[src/rtl/crm_pkg.sv]
package crm_pkg;

  localparam int MAX_ROWS  = 64;
  localparam int MAX_COLS  = 256;
  localparam int ROW_W     = 6;
  localparam int COL_W     = 8;
  localparam int NR_W      = 7;
  localparam int NC_W      = 9;
  localparam int SMP_W     = 16;
  localparam int SMP_DEPTH = MAX_ROWS * MAX_COLS;
  localparam int SUM_W     = 24;
  localparam int EN_W      = 48;
  localparam int ACC_W     = 40;
  localparam int STEP_W    = 6;

  localparam logic ACT_LOAD  = 1'b0;
  localparam logic ACT_QUERY = 1'b1;

  localparam logic REG_NUM_ROWS = 1'b0;
  localparam logic REG_NUM_COLS = 1'b1;

  typedef logic [ROW_W-1:0] row_t;
  typedef logic [COL_W-1:0] col_t;

  typedef enum logic [13:0] {
    S_IDLE    = 14'b00000000000001,
    S_ST_CLR  = 14'b00000000000010,
    S_ST_ACC  = 14'b00000000000100,
    S_ST_DRN  = 14'b00000000001000,
    S_ST_FIN  = 14'b00000000010000,
    S_PR_LD   = 14'b00000000100000,
    S_PR_CHK  = 14'b00000001000000,
    S_PR_DOT  = 14'b00000010000000,
    S_PR_DRN  = 14'b00000100000000,
    S_PR_C    = 14'b00001000000000,
    S_PR_MUL  = 14'b00010000000000,
    S_PR_DIV  = 14'b00100000000000,
    S_PR_SQ   = 14'b01000000000000,
    S_PR_EMIT = 14'b10000000000000
  } state_t;

  typedef struct packed {
    logic             wr_en;
    row_t             wr_row;
    col_t             wr_col;
    logic [SMP_W-1:0] wr_data;
    logic             rd_en;
    row_t             rd_row_a;
    row_t             rd_row_b;
    col_t             rd_col;
    logic             sq_sel;
    logic             acc_clr;
    logic [NC_W-1:0]  ncols;
    logic             fin_mul;
    logic             fin_wr;
    logic             st_rd;
    logic             c_mul;
    logic             c_sub;
    logic             mul_clr;
    logic             mul_step;
    logic             mul_sel;
    logic [1:0]       mul_dig;
    logic             div_init;
    logic             div_step;
    logic             div_first;
    logic             sq_init;
    logic             sq_step;
    logic [4:0]       sq_bit;
    logic             emit;
    logic             out_last;
  } cmd_t;

  typedef struct packed {
    logic degen;
    logic out_busy;
  } sts_t;

endpackage

[src/rtl/crm_ctrl.sv]
module crm_ctrl import crm_pkg::*; (
  input  logic        clk,
  input  logic        rst,
  input  logic        s_tvalid,
  output logic        s_tready,
  input  logic [31:0] s_tdata,  // row, col, sample, zero fill
  input  logic        s_tuser,  // action
  input  logic        cfg_we,
  input  logic        cfg_index,
  input  logic [8:0]  cfg_data,
  output cmd_t        cmd,
  input  sts_t        sts
);

  state_t state, state_next;
  logic [NR_W-1:0]   num_rows, nr;
  logic [NC_W-1:0]   num_cols, nc;
  logic              stats_valid, stats_valid_next;
  row_t              qrow, qrow_next, cur, cur_next;
  col_t              k, k_next;
  logic [STEP_W-1:0] step, step_next;
  row_t              in_row;
  logic              k_end, cur_end;

  assign in_row = s_tdata[5:0];

  always_comb begin
    nr = num_rows;
    if (num_rows == '0) nr = NR_W'(1);
    else if (num_rows > NR_W'(MAX_ROWS)) nr = NR_W'(MAX_ROWS);
    nc = num_cols;
    if (num_cols == '0) nc = NC_W'(1);
    else if (num_cols > NC_W'(MAX_COLS)) nc = NC_W'(MAX_COLS);
  end

  assign k_end   = ({1'b0, k} == nc - NC_W'(1));
  assign cur_end = ({1'b0, cur} + NR_W'(1) == nr);

  always_ff @(posedge clk) begin
    if (rst) begin
      state       <= S_IDLE;
      stats_valid <= 1'b0;
      num_rows    <= NR_W'(64);
      num_cols    <= NC_W'(256);
    end else begin
      state       <= state_next;
      stats_valid <= stats_valid_next;
      if (cfg_we) begin
        stats_valid <= 1'b0;
        if (cfg_index == REG_NUM_ROWS) num_rows <= cfg_data[NR_W-1:0];
        else num_cols <= cfg_data;
      end
    end
  end

  always_ff @(posedge clk) begin
    qrow <= qrow_next;
    cur  <= cur_next;
    k    <= k_next;
    step <= step_next;
  end

  always_comb begin
    state_next       = state;
    stats_valid_next = stats_valid;
    qrow_next        = qrow;
    cur_next         = cur;
    k_next           = k;
    step_next        = step;
    s_tready         = 1'b0;
    cmd              = '0;
    cmd.wr_row       = in_row;
    cmd.wr_col       = s_tdata[13:6];
    cmd.wr_data      = s_tdata[29:14];
    cmd.ncols        = nc;
    cmd.rd_row_a     = qrow;
    cmd.rd_row_b     = cur;
    cmd.rd_col       = k;
    cmd.out_last     = cur_end;
    unique case (state)
      S_IDLE: begin
        s_tready = 1'b1;
        if (s_tvalid) begin
          if (s_tuser == ACT_LOAD) begin
            cmd.wr_en        = 1'b1;
            stats_valid_next = 1'b0;
          end else if ({1'b0, in_row} < nr) begin
            qrow_next = in_row;
            if (!stats_valid) begin
              cur_next   = '0;
              state_next = S_ST_CLR;
            end else begin
              cur_next   = in_row;
              state_next = S_PR_LD;
            end
          end
        end
      end
      S_ST_CLR: begin
        cmd.acc_clr = 1'b1;
        k_next      = '0;
        state_next  = S_ST_ACC;
      end
      S_ST_ACC: begin
        cmd.rd_en    = 1'b1;
        cmd.sq_sel   = 1'b1;
        cmd.rd_row_a = cur;
        k_next       = k + COL_W'(1);
        if (k_end) begin
          step_next  = '0;
          state_next = S_ST_DRN;
        end
      end
      S_ST_DRN: begin
        step_next = step + STEP_W'(1);
        if (step == STEP_W'(1)) begin
          step_next  = '0;
          state_next = S_ST_FIN;
        end
      end
      S_ST_FIN: begin
        cmd.rd_row_a = cur;
        step_next    = step + STEP_W'(1);
        if (step == '0) begin
          cmd.fin_mul = 1'b1;
        end else begin
          cmd.fin_wr = 1'b1;
          if (cur_end) begin
            stats_valid_next = 1'b1;
            cur_next         = qrow;
            state_next       = S_PR_LD;
          end else begin
            cur_next   = cur + ROW_W'(1);
            state_next = S_ST_CLR;
          end
        end
      end
      S_PR_LD: begin
        cmd.st_rd   = 1'b1;
        cmd.acc_clr = 1'b1;
        k_next      = '0;
        state_next  = S_PR_CHK;
      end
      S_PR_CHK: begin
        state_next = sts.degen ? S_PR_EMIT : S_PR_DOT;
      end
      S_PR_DOT: begin
        cmd.rd_en = 1'b1;
        k_next    = k + COL_W'(1);
        if (k_end) begin
          step_next  = '0;
          state_next = S_PR_DRN;
        end
      end
      S_PR_DRN: begin
        step_next = step + STEP_W'(1);
        if (step == STEP_W'(1)) begin
          step_next  = '0;
          state_next = S_PR_C;
        end
      end
      S_PR_C: begin
        step_next = step + STEP_W'(1);
        if (step == '0) begin
          cmd.c_mul = 1'b1;
        end else begin
          cmd.c_sub   = 1'b1;
          cmd.mul_clr = 1'b1;
          step_next   = '0;
          state_next  = S_PR_MUL;
        end
      end
      S_PR_MUL: begin
        cmd.mul_step = 1'b1;
        cmd.mul_sel  = (step >= STEP_W'(3));
        cmd.mul_dig  = (step >= STEP_W'(3)) ? 2'(step - STEP_W'(3)) : 2'(step);
        step_next    = step + STEP_W'(1);
        if (step == STEP_W'(5)) begin
          step_next  = '0;
          state_next = S_PR_DIV;
        end
      end
      S_PR_DIV: begin
        step_next = step + STEP_W'(1);
        if (step == '0) begin
          cmd.div_init = 1'b1;
        end else begin
          cmd.div_step  = 1'b1;
          cmd.div_first = (step == STEP_W'(1));
          if (step == STEP_W'(33)) begin
            step_next  = '0;
            state_next = S_PR_SQ;
          end
        end
      end
      S_PR_SQ: begin
        step_next  = step + STEP_W'(1);
        cmd.sq_bit = 5'(STEP_W'(17) - step);
        if (step == '0) begin
          cmd.sq_init = 1'b1;
        end else begin
          cmd.sq_step = 1'b1;
          if (step == STEP_W'(17)) begin
            step_next  = '0;
            state_next = S_PR_EMIT;
          end
        end
      end
      S_PR_EMIT: begin
        if (!sts.out_busy) begin
          cmd.emit = 1'b1;
          if (cur_end) begin
            state_next = S_IDLE;
          end else begin
            cur_next   = cur + ROW_W'(1);
            state_next = S_PR_LD;
          end
        end
      end
      default: state_next = S_IDLE;
    endcase
  end

endmodule

[config.mk]
export PLATFORM = sky130hd
export DESIGN_NAME = crm_ctrl
export DESIGN_NICKNAME = d
export VERILOG_FILES = /design/src/rtl/crm_pkg.sv /design/src/rtl/crm_ctrl.sv
export SDC_FILE = /design/constraint.sdc
export NUM_CORES = 1
export LEC_CHECK = 0
export ABC_CLOCK_PERIOD_IN_PS = 3800
export BUFFER_PORTS_ARGS = -buffer_cell sky130_fd_sc_hd__buf_4
export CAP_MARGIN = 20
export CELL_PAD_IN_SITES_DETAIL_PLACEMENT = 1
export CELL_PAD_IN_SITES_GLOBAL_PLACEMENT = 2
export CORE_MARGIN = 3
export CORE_UTILIZATION = 30
export CTS_BUF_LIST = sky130_fd_sc_hd__clkbuf_8
export DETAILED_ROUTE_END_ITERATION = 10
export PLACE_DENSITY = 0.89
export SYNTH_ARGS = -nofsm -noshare
export SYNTH_HDL_FRONTEND = slang
export SYNTH_SLANG_ARGS = --single-unit
[constraint.sdc]
create_clock -name clk -period 3.8 [get_ports clk]
set_input_delay 0.38 -clock clk [delete_from_list [all_inputs] [get_ports clk]]
set_output_delay 0.38 -clock clk [all_outputs]
set_load 0.1 [all_outputs]
# After elaboration in Yosys (flattened, before gate mapping)
# Cells that the tools add are included.
word_totals:
  register_bits: 57
  elab_cells: 147
  input_bits: 49
  out_inout_bits: 86
op_classes:
  add_sub_neg: 7
  eq_ne: 39
  n_reduce_logical: 19
  bitwise_logic: 1
  mux: 69
  magnitude_cmp: 4
ops:
  columns: ["operator", "count"]
  rows:
  - ["$mux W14", 16]
  - ["$pmux W14 S14", 1]
  - ["$mux W6", 20]
  - ["$pmux W6 S7", 1]
  - ["$ne A2 B2 Y1 const B", 18]
  - ["$mux W7", 3]
  - ["$mux W9", 2]
  - ["$pmux W6 S3", 1]
  - ["$mux W1", 16]
  - ["$pmux W8 S2", 1]
  - ["$reduce_and A15 Y1", 1]
  - ["$eq A14 B1 Y1 const B", 1]
  - ["$eq A14 B10 Y1 const B", 1]
  - ["$eq A14 B11 Y1 const B", 1]
  - ["$eq A14 B12 Y1 const B", 1]
  - ["$eq A14 B13 Y1 const B", 1]
  - ["$eq A14 B14 Y1 const B", 1]
  - ["$eq A14 B2 Y1 const B", 1]
  - ["$eq A14 B3 Y1 const B", 1]
  - ["$eq A14 B4 Y1 const B", 1]
  - ["$eq A14 B5 Y1 const B", 1]
  - ["$eq A14 B6 Y1 const B", 1]
  - ["$eq A14 B7 Y1 const B", 1]
  - ["$eq A14 B8 Y1 const B", 1]
  - ["other kinds (34)", 46]

# Longest topological paths before layout
# Gate-level depths: netlist (run 1).
logic_depth:
  depth_word: 8
  mapped_depth: 15
  ltp_nobuf: 13

# Least setup slack after synthesis (run 1)
# No wires, ideal clock.
synth_timing:
  path_kind: "register to output"
  startpoint: "reg state[3]"
  endpoint: "out cmd[31] (netlist bit)"
  path_buffers: 1
  arrival_ps: 4285
  path_slack_ps: -865
  stages_incl_launch_ff: 7
  cell_sequence: "dfxtp_1 > buf_2 > nor4_1 > nand3_1 > nor3b_1 > nor2_1 > inv_1"
synth_rtl:
  columns: ["item", "line_no", "rtl"]
  rows:
  - ["start, declared", "crm_ctrl.sv:15", "state_t state, state_next;"]
  - ["start signal, assigned", "crm_ctrl.sv:46", "state <= state_next;"]
  - ["end, declared", "crm_ctrl.sv:11", "output cmd_t cmd,"]

# Final worst setup path (run 1)
layout_timing:
  startpoint: "reg num_cols[4]"
  endpoint: "reg state[8]"
layout_between:
  elab_chain_len: 7
  elab_cells_between_ends: 9
  cone_classes: "add/sub: 1; order compare: 1; eq/ne: 3; mux: 2; reduce/logical: 2"
layout_lines:
  columns: ["item", "line_no", "rtl"]
  rows:
  - ["start, declared", "crm_ctrl.sv:17", "logic [NC_W-1:0] num_cols, nc;"]
  - ["start signal, assigned", "crm_ctrl.sv:51", "else num_cols <= cfg_data;"]
  - ["$gt A9 B9 Y1", "crm_ctrl.sv:33", "else if (num_cols > NC_W'(MAX_COLS)) nc = NC_W'(MAX_COLS);"]
  - ["$mux W9", "crm_ctrl.sv:33", null]
  - ["$mux W9 (*)", "crm_ctrl.sv:32", "if (num_cols == '0) nc = NC_W'(1);"]
  - ["$sub A9 B1 Y9 (*)", "crm_ctrl.sv:36", "assign k_end = ({1'b0, k} == nc - NC_W'(1));"]
  - ["$eq A8 B9 Y1 (*)", "crm_ctrl.sv:36", null]
  - ["$ne A2 B2 Y1 (no source line)", null, null]
  - ["$reduce_and A15 Y1 (no source line) (*)", null, null]
# Every way passes the cells marked *; elsewhere a longest branch is shown, timed or not.
# A chain may end at the register's enable or synchronous reset.

==> results of run 1 <==
==> worst min-delay path by stage <==
stage | startpoint | endpoint | slack (ns) | cells past startpoint
5_1_grt | s_tdata[2] | qrow[2] | 0.23 | 1
2_1_floorplan | cfg_we | stats_valid | 0.46 | 1
3_5_place_dp | stats_valid | stats_valid | 0.53 | 2
6_report | s_tdata[1] | qrow[1] | 0.23 | 1
4_1_cts | s_tdata[1] | qrow[1] | 0.23 | 1
3_3_place_gp | num_rows[3] | num_rows[3] | 0.51 | 2
==> state kept, by name, indices dropped and copies added, names as in the netlist <==
signal       cells
cur              6
k                8
num_cols         9
num_rows         7
qrow             6
state           14
stats_valid      1
step             6
==> cell usage in the layout, fill, tap and decap left out, types with 5 or more instances in the layout <==
master and n:
o21ai_0 12, nor2_1 62, nand3_1 17, xnor2_1 17
a21oi_1 23, a22oi_1 9, nor2b_1 15, nand2_1 41
inv_1 20, dfxtp_1 31, mux2_2 6, and3_1 5
edfxtp_1 26, mux2i_1 10, nand4_1 7, xor2_1 10
nand2b_1 14, clkbuf_8 9, and2_1 5, ha_1 13
nor3_1 17, buf_4 87, nor4_1 8
==> routing by layer <==
metal	up-vias	share of wire (%)	track usage, %
li1	1789	-	-
met1	1822	45	20.7
met2	81	49	26.8
met3	15	4.1	2.38
met4	0	1.6	6.37
met5	-	0	0
==> critical path: cells and delay by family, from the launching register on <==
kind            cells  cell delay, ns
compound gates      5            1.33
fa+ha+maj           1            0.29
buf+inv             1            0.08
flops               1            0.43
mux                 2            0.36
simple gates        4            0.83
==> kinds of logic after synthesis <==
| logic type | after synthesis | synth area share [%] |
|---|---|---|
| compound gates | 77 | 13.2 |
| xor+xnor | 27 | 5.73 |
| fa+ha+maj | 13 | 3.94 |
| buf+inv | 75 | 10.4 |
| flops | 57 | 34.0 |
| mux | 16 | 4.06 |
| simple gates | 223 | 28.7 |
==> power breakdown <==
part / internal, W / switching [W]
Clock: 0.000362 / 0.000263
Combinational: 0.000230 / 0.000569
Sequential: 0.000694 / 0.0000844
==> per-stage QoR <==
stage               hold WS, ns  power, W
global route              0.229   0.00230
CTS                       0.226   0.00221
floorplan                 0.459   0.00153
detailed placement        0.533   0.00159
finish                    0.231   0.00220
global placement          0.508   0.00157
==> final cells by class <==
| class | instances | area, sq um | share of cell area [%] |
|---|---|---|---|
| Inverter | 21 | 78.8 | 1.61 |
| Multi-Input combinational cell | 356 | 2330 | 47.6 |
| Clock inverter | 7 | 85.1 | 1.74 |
| Clock buffer | 9 | 124 | 2.53 |
| Sequential cell | 57 | 1400 | 28.7 |
| Tap cell | 176 | 220 | 4.50 |
| Timing Repair Buffer | 87 | 653 | 13.4 |
==> timing repair <==
item,in CTS,in global routing
setup endpoints to repair,0,2
setup buffers,0,0
gates resized for setup,0,1
==> results by group, run 1 <==
Run status
  • Run status: finished clean

Global routing
  • Pin count of the biggest net entering global routing: 30
  • First-pass GRT wire length: a little under 20,000 microns
  • All-Layer GR Usage: 16.0%
  • Initial antenna violation count: 0
  • GR Overflow Total: 0
  • Vias in the first global route: about 3,800

Drt
  • First-pass DRT Iterations: 4
  • DRC Markers: 0
  • Routed wire length: about 12,000 microns
  • DR iter-0 viols: roughly 240
  • Routed Antenna Nets: 0
  • Via count: around 3,700
  • WL/cell: 16.7 microns
  • Via density: around 5.2

Placed design
  • Dpl hpwl: 9220 microns
  • RePlAce Congestion: around 0.87
  • Cell Area, Placed: about 4700 sq um
  • Placed Instances: between 600 and 700
  • Pre-CTS setup slack: 0.231 ns
  • I/O Buffers: 84

Power and ir drop
  • Pwr per Cell Area: around 450 nW/um^2
  • Leak Pwr: 1.97 nW
  • Worst IR Drop VDD: ~0.00018 V

Setup path
  • Flop2flop setup slack: 0.35 ns
  • Most used cell, CP: mux2i_1
  • CP Class: flop to flop
  • RR Endpoint: state[8]
  • CP endpoint kind: flop
  • Crit-path slowest cell: dfxtp_1
  • CP max stage delay: ~0.43 ns
  • CP Launch Type: flop
  • Worst path arrival time: 3.69 ns
  • Required time of the critical path: ~4.0 ns
  • Worst setup startpoint: num_cols[4]
  • R2r startpoint: num_cols[4]
  • CP endpoint: state[8]
  • CP Cell Sequence: nor4_2, a21oi_1, nor2_2, inv_1, ha_1, nor3b_1, mux2i_1, o22ai_1, o2111ai_1, a2111oi_4, o2111a_2, mux2i_1, nor2_1
  • FF-to-FF path depth: 13
  • Worst Path Max Fanout: 13

Clock tree
  • Clk root buf: clkbuf_8
  • CTS max path bufs: 2
  • Worst-path clk slew: 0.07 ns
  • CTS buffer count: 9
  • # H-tree levels: 3
  • CTS tree: yes
  • Hold Buf Count CTS: 0
  • Skew-Pair Late Insertion Delay: ~0.35 ns
  • CTS sink cnt: 57

Timing
  • Clock skew: approximately 0.0084 ns
  • Slew Viols, Final: 0
  • RSZ-0062 raised after global routing: no
  • Hold Violations, Final: 0
  • Fin worst setup slack: 0.346 ns
  • Setup TNS: 0 ns
  • Least-Margin Pin Slew: between 0.7 and 0.8 ns
  • FMAX: 290 MHz
  • Final setup violation count: 0
  • Final min period: approximately 3.5 ns
  • Rel. slew slack: between 40% and 50%
  • Period utilization: 90.9%

Synthesis
  • Yosys cell types: 67
  • Post-synth ARST share: 0%
  • Synth area leader: edfxtp_1
  • Count leader, synth: nor2_1
  • Most frequent cells after synthesis: nor2_1, nand2_1, buf_4
  • Fraction of synthesized cell area taken by the top area cell type: around a fifth
  • Mapped Area: approximately 4100 sq um
  • Seq/Total Area, Yosys: between 30% and 40%
  • Yosys warns: 0
  • Top post-synthesis cells by area: edfxtp_1, dfxtp_1, buf_4
  • Synth Instances: a little under 500
  • Main synth FF type: dfxtp_1
  • Synthesized netlist net count: 550
  • Synthesized flop and latch total: 57
  • Syn avg cell area: ~8.5 sq um
  • EDFF count, synth: 26

Layout
  • # diodes: 0
  • Fillcell total: 1,599
  • Area grow syn2layout: 18.5%
  • Layout cells sized above 1: 23.5%
  • Layout Nets: 594
  • Cell area after layout: a little under 5000 sq um
  • Final Core Density: between 30 and 40%
  • Finished Layout Cells: between 700 and 800

Floorplanning
  • Core ar.: about 13,000 sq um
  • IO Pins: 135
  • Die area: 15,200 sq um
  • Row count: 42
  • Chip Width: 123 microns
  • Initial Util: 30.9%
  • Height of the die: approximately 120 microns

Job
  • Max Cap Violations: 0

Worst hold path
  • HP Class: input pin to flop
Power figures use the tool's default switching activity.
==> run 2: changes to the inputs <==
--- a/config.mk
+++ b/config.mk
@@ -10,11 +10,12 @@
 export CAP_MARGIN = 20
 export CELL_PAD_IN_SITES_DETAIL_PLACEMENT = 1
 export CELL_PAD_IN_SITES_GLOBAL_PLACEMENT = 2
-export CORE_MARGIN = 3
+export CORE_MARGIN = 1
 export CORE_UTILIZATION = 30
 export CTS_BUF_LIST = sky130_fd_sc_hd__clkbuf_8
 export DETAILED_ROUTE_END_ITERATION = 10
 export PLACE_DENSITY = 0.89
+export REMOVE_ABC_BUFFERS = 1
 export SYNTH_ARGS = -nofsm -noshare
 export SYNTH_HDL_FRONTEND = slang
 export SYNTH_SLANG_ARGS = --single-unit
==> run 2 against run 1 <==
  * Global-route usage increased by 1.9 points
  * Register-to-register slack about the same
  * Routed wire length increased by 5.1%
  * Utilization decreased by 0.42 points
  * Clock skew increased by 0.00067 ns
  * Final cell count increased by 0.14%
  * Sequential power about the same
  * Clock power decreased by 13%
  * Die area decreased by 6.4%
  * Combinational power decreased by 2%
  * Design area decreased by 1.2%
==> results by group, run 2 (same netlist as run 1, synthesis figures left out) <==
Layout
  • Layout cells sized above 1: 22.1% (was 23.5%)
  • Layout Nets: 595 (was 594)
  • Top Registers: state: 14 flops, num_cols: 9 flops, k: 8 flops (unchanged)
  • Multi-input gate area: 2290 sq um (was 2330 sq um)
  • Finished Layout Cells: 714 (was 713)
  • # diodes: 0 (unchanged)
  • Max reg flops: 14 (unchanged)
  • Largest Register: state (unchanged)
  • Commonest non-fill, non-tap cells in the layout: buf_4, nor2_1, nand2_1 (unchanged)
  • Register area: 1400 sq um (unchanged)
  • Area grow syn2layout: 17.2% (was 18.5%)
  • Fillcell total: 1,615 (was 1,599)
  • Most common cell after layout, fill and taps aside: buf_4 (unchanged)

Global routing
  • All-Layer GR Usage: 17.8% (was 16.0%)
  • Vias in the first global route: 3,890 (was 3,807)
  • GR Overflow Total: 0 (unchanged)
  • Initial antenna violation count: 0 (unchanged)
  • Pin count of the biggest net entering global routing: 30 (unchanged)
  • First-pass GRT wire length: 20,000 microns (was 19,400 microns)

Floorplanning
  • Height of the die: 119 microns (was 123 microns)
  • Die area: 14,200 sq um (was 15,200 sq um)
  • Core ar.: 13,300 sq um (unchanged)
  • Row count: 42 (unchanged)
  • IO Pins: 135 (unchanged)
  • Initial Util: 30.9% (unchanged)
  • Chip Width: 119 microns (was 123 microns)

Setup path
  • CP Cell Sequence: nor4_1, a21oi_1, nor2_1, inv_1, ha_1, nor3b_1, mux2i_1, o22ai_1, o2111ai_1, a2111oi_4, o2111a_2, mux2i_1, nor2_1 (was nor4_2, a21oi_1, nor2_2, inv_1, ha_1, nor3b_1, mux2i_1, o22ai_1, o2111ai_1, a2111oi_4, o2111a_2, mux2i_1, nor2_1)
  • Crit-path slowest cell: nor4_1 (was dfxtp_1)
  • CP top delay family: compound AO/OA/AOI/OAI gates (unchanged)
  • Worst Path Max Fanout: 13 (unchanged)
  • CP Launch Type: flop (unchanged)
  • Buf+Inv Stages, Crit Path: 1 (unchanged)
  • Worst path arrival time: 3.68 ns (was 3.69 ns)
  • CP max stage delay: 0.45 ns (was 0.43 ns)
  • Required time of the critical path: 4.03 ns (was 4.04 ns)
  • CP Class: flop to flop (unchanged)
  • CP endpoint kind: flop (unchanged)

Timing
  • Slew Viols, Final: 0 (unchanged)
  • Clock skew: 0.00907 ns (was 0.00841 ns)
  • Final min period: 3.44 ns (was 3.45 ns)
  • Rel. slew slack: 47.7% (was 46.8%)
  • Final setup violation count: 0 (unchanged)
  • Fin worst setup slack: 0.355 ns (was 0.346 ns)
  • Hold Violations, Final: 0 (unchanged)
  • FMAX: 290 MHz (about the same)
  • Period utilization: 90.6% (was 90.9%)
  • RSZ-0062 raised after global routing: no (unchanged)
  • Least-Margin Pin Slew: 0.782 ns (was 0.796 ns)

Worst hold path
  • HP Class: input pin to flop (unchanged)

Drt
  • Routed Antenna Nets: 0 (unchanged)
  • Routed wire length: 12,500 microns (was 11,900 microns)
  • DRC Markers: 0 (unchanged)
  • DR iter-0 viols: 163 (was 244)
  • Via density: 5.24 (was 5.20)
  • WL/cell: 17.5 microns (was 16.7 microns)
  • Via count: 3,743 (was 3,707)
  • First-pass DRT Iterations: 4 (unchanged)

Placed design
  • I/O Buffers: 84 (unchanged)
  • Dpl hpwl: 9700 microns (was 9220 microns)
  • RePlAce Congestion: 0.840 (was 0.870)
  • Pre-CTS setup slack: 0.351 ns (was 0.231 ns)
  • Placed Instances: 698 (was 697)

Clock tree
  • Hold Buf Count CTS: 0 (unchanged)
  • Worst-path clk slew: 0.07 ns (about the same)
  • CTS max path bufs: 2 (unchanged)
  • CTS sink cnt: 57 (unchanged)
  • Post-CTS setup repair buffer count: 0 (unchanged)
  • CTS tree: yes (unchanged)
  • Post-cts sizing count: 0 (unchanged)
  • CTS buffer count: 9 (unchanged)
  • Clk root buf: clkbuf_8 (unchanged)
  • Skew-Pair Late Insertion Delay: 0.35 ns (about the same)
  • # H-tree levels: 3 (unchanged)

Power and ir drop
  • Worst IR Drop VDD: 0.000117 V (was 0.000175 V)
  • Pwr per Cell Area: 435 nW/um^2 (was 451 nW/um^2)
  • Leak Pwr: 1.96 nW (was 1.97 nW)

Job
  • Max Cap Violations: 0 (unchanged)

Run status
  • Run status: finished clean (unchanged)
[run 2: final timing paths]
kind                     from  cells after the start  slack [ns]           to
setup / recovery  num_cols[4]                     13        0.36     state[8]
hold / removal     s_tdata[3]                      1        0.24      qrow[3]
setup reg to reg  num_cols[4]                     13        0.36     state[8]
hold reg to reg   num_rows[3]                      2        0.53  num_rows[3]
[run 2: stage by stage]
step                      power [W]  hold WS [ns]  instance area, sq um  util [%]  TNS [ns]
after global routing        0.00220         0.230                  4830      36.2         0
after CTS                   0.00212         0.237                  4830      36.2         0
after global placement      0.00156         0.502                  4660      34.9         0
final                       0.00210         0.243                  4830      36.2         0
after detailed placement    0.00158         0.521                  4660      34.9         0
after floorplan             0.00135         0.449                  3770         -    -30.83
[run 2: worst register-to-register path, delay by kind of cell, from the launching register on]
kind	cells	cell delay (ns)
simple gates	4	0.85
flops	1	0.44
compound gates	5	1.33
buf+inv	1	0.06
mux	2	0.38
fa+ha+maj	1	0.29
[run 2: metal layers]
| layer | track usage, % | wire [microns] | part of all wire, % | vias to the layer above |
|---|---|---|---|---|
| li1 | - | - | - | 1790 |
| met4 | 6.96 | 283 | 2.3 | 0 |
| met5 | 1.47 | 0 | 0 | - |
| met3 | 4.07 | 569 | 4.6 | 18 |
| met2 | 29.0 | 5960 | 48 | 88 |
| met1 | 22.7 | 5680 | 45 | 1847 |
[run 2: cell type report]
class	count	area share [%]
inverter	21	1.63
tap	176	4.56
clock inverter	7	1.11
multi-input combinational	356	47.5
timing repair buffer	88	13.7
clock buffer	9	2.56
sequential	57	29.0
[run 2: report_power, final]
part | leakage [nW] | total (W) | switching [W] | internal, W
clock | 0.0981 | 0.000542 | 0.000252 | 0.000290
sequential | 0.490 | 0.000776 | 0.0000824 | 0.000694
combinational | 1.37 | 0.000785 | 0.000564 | 0.000220
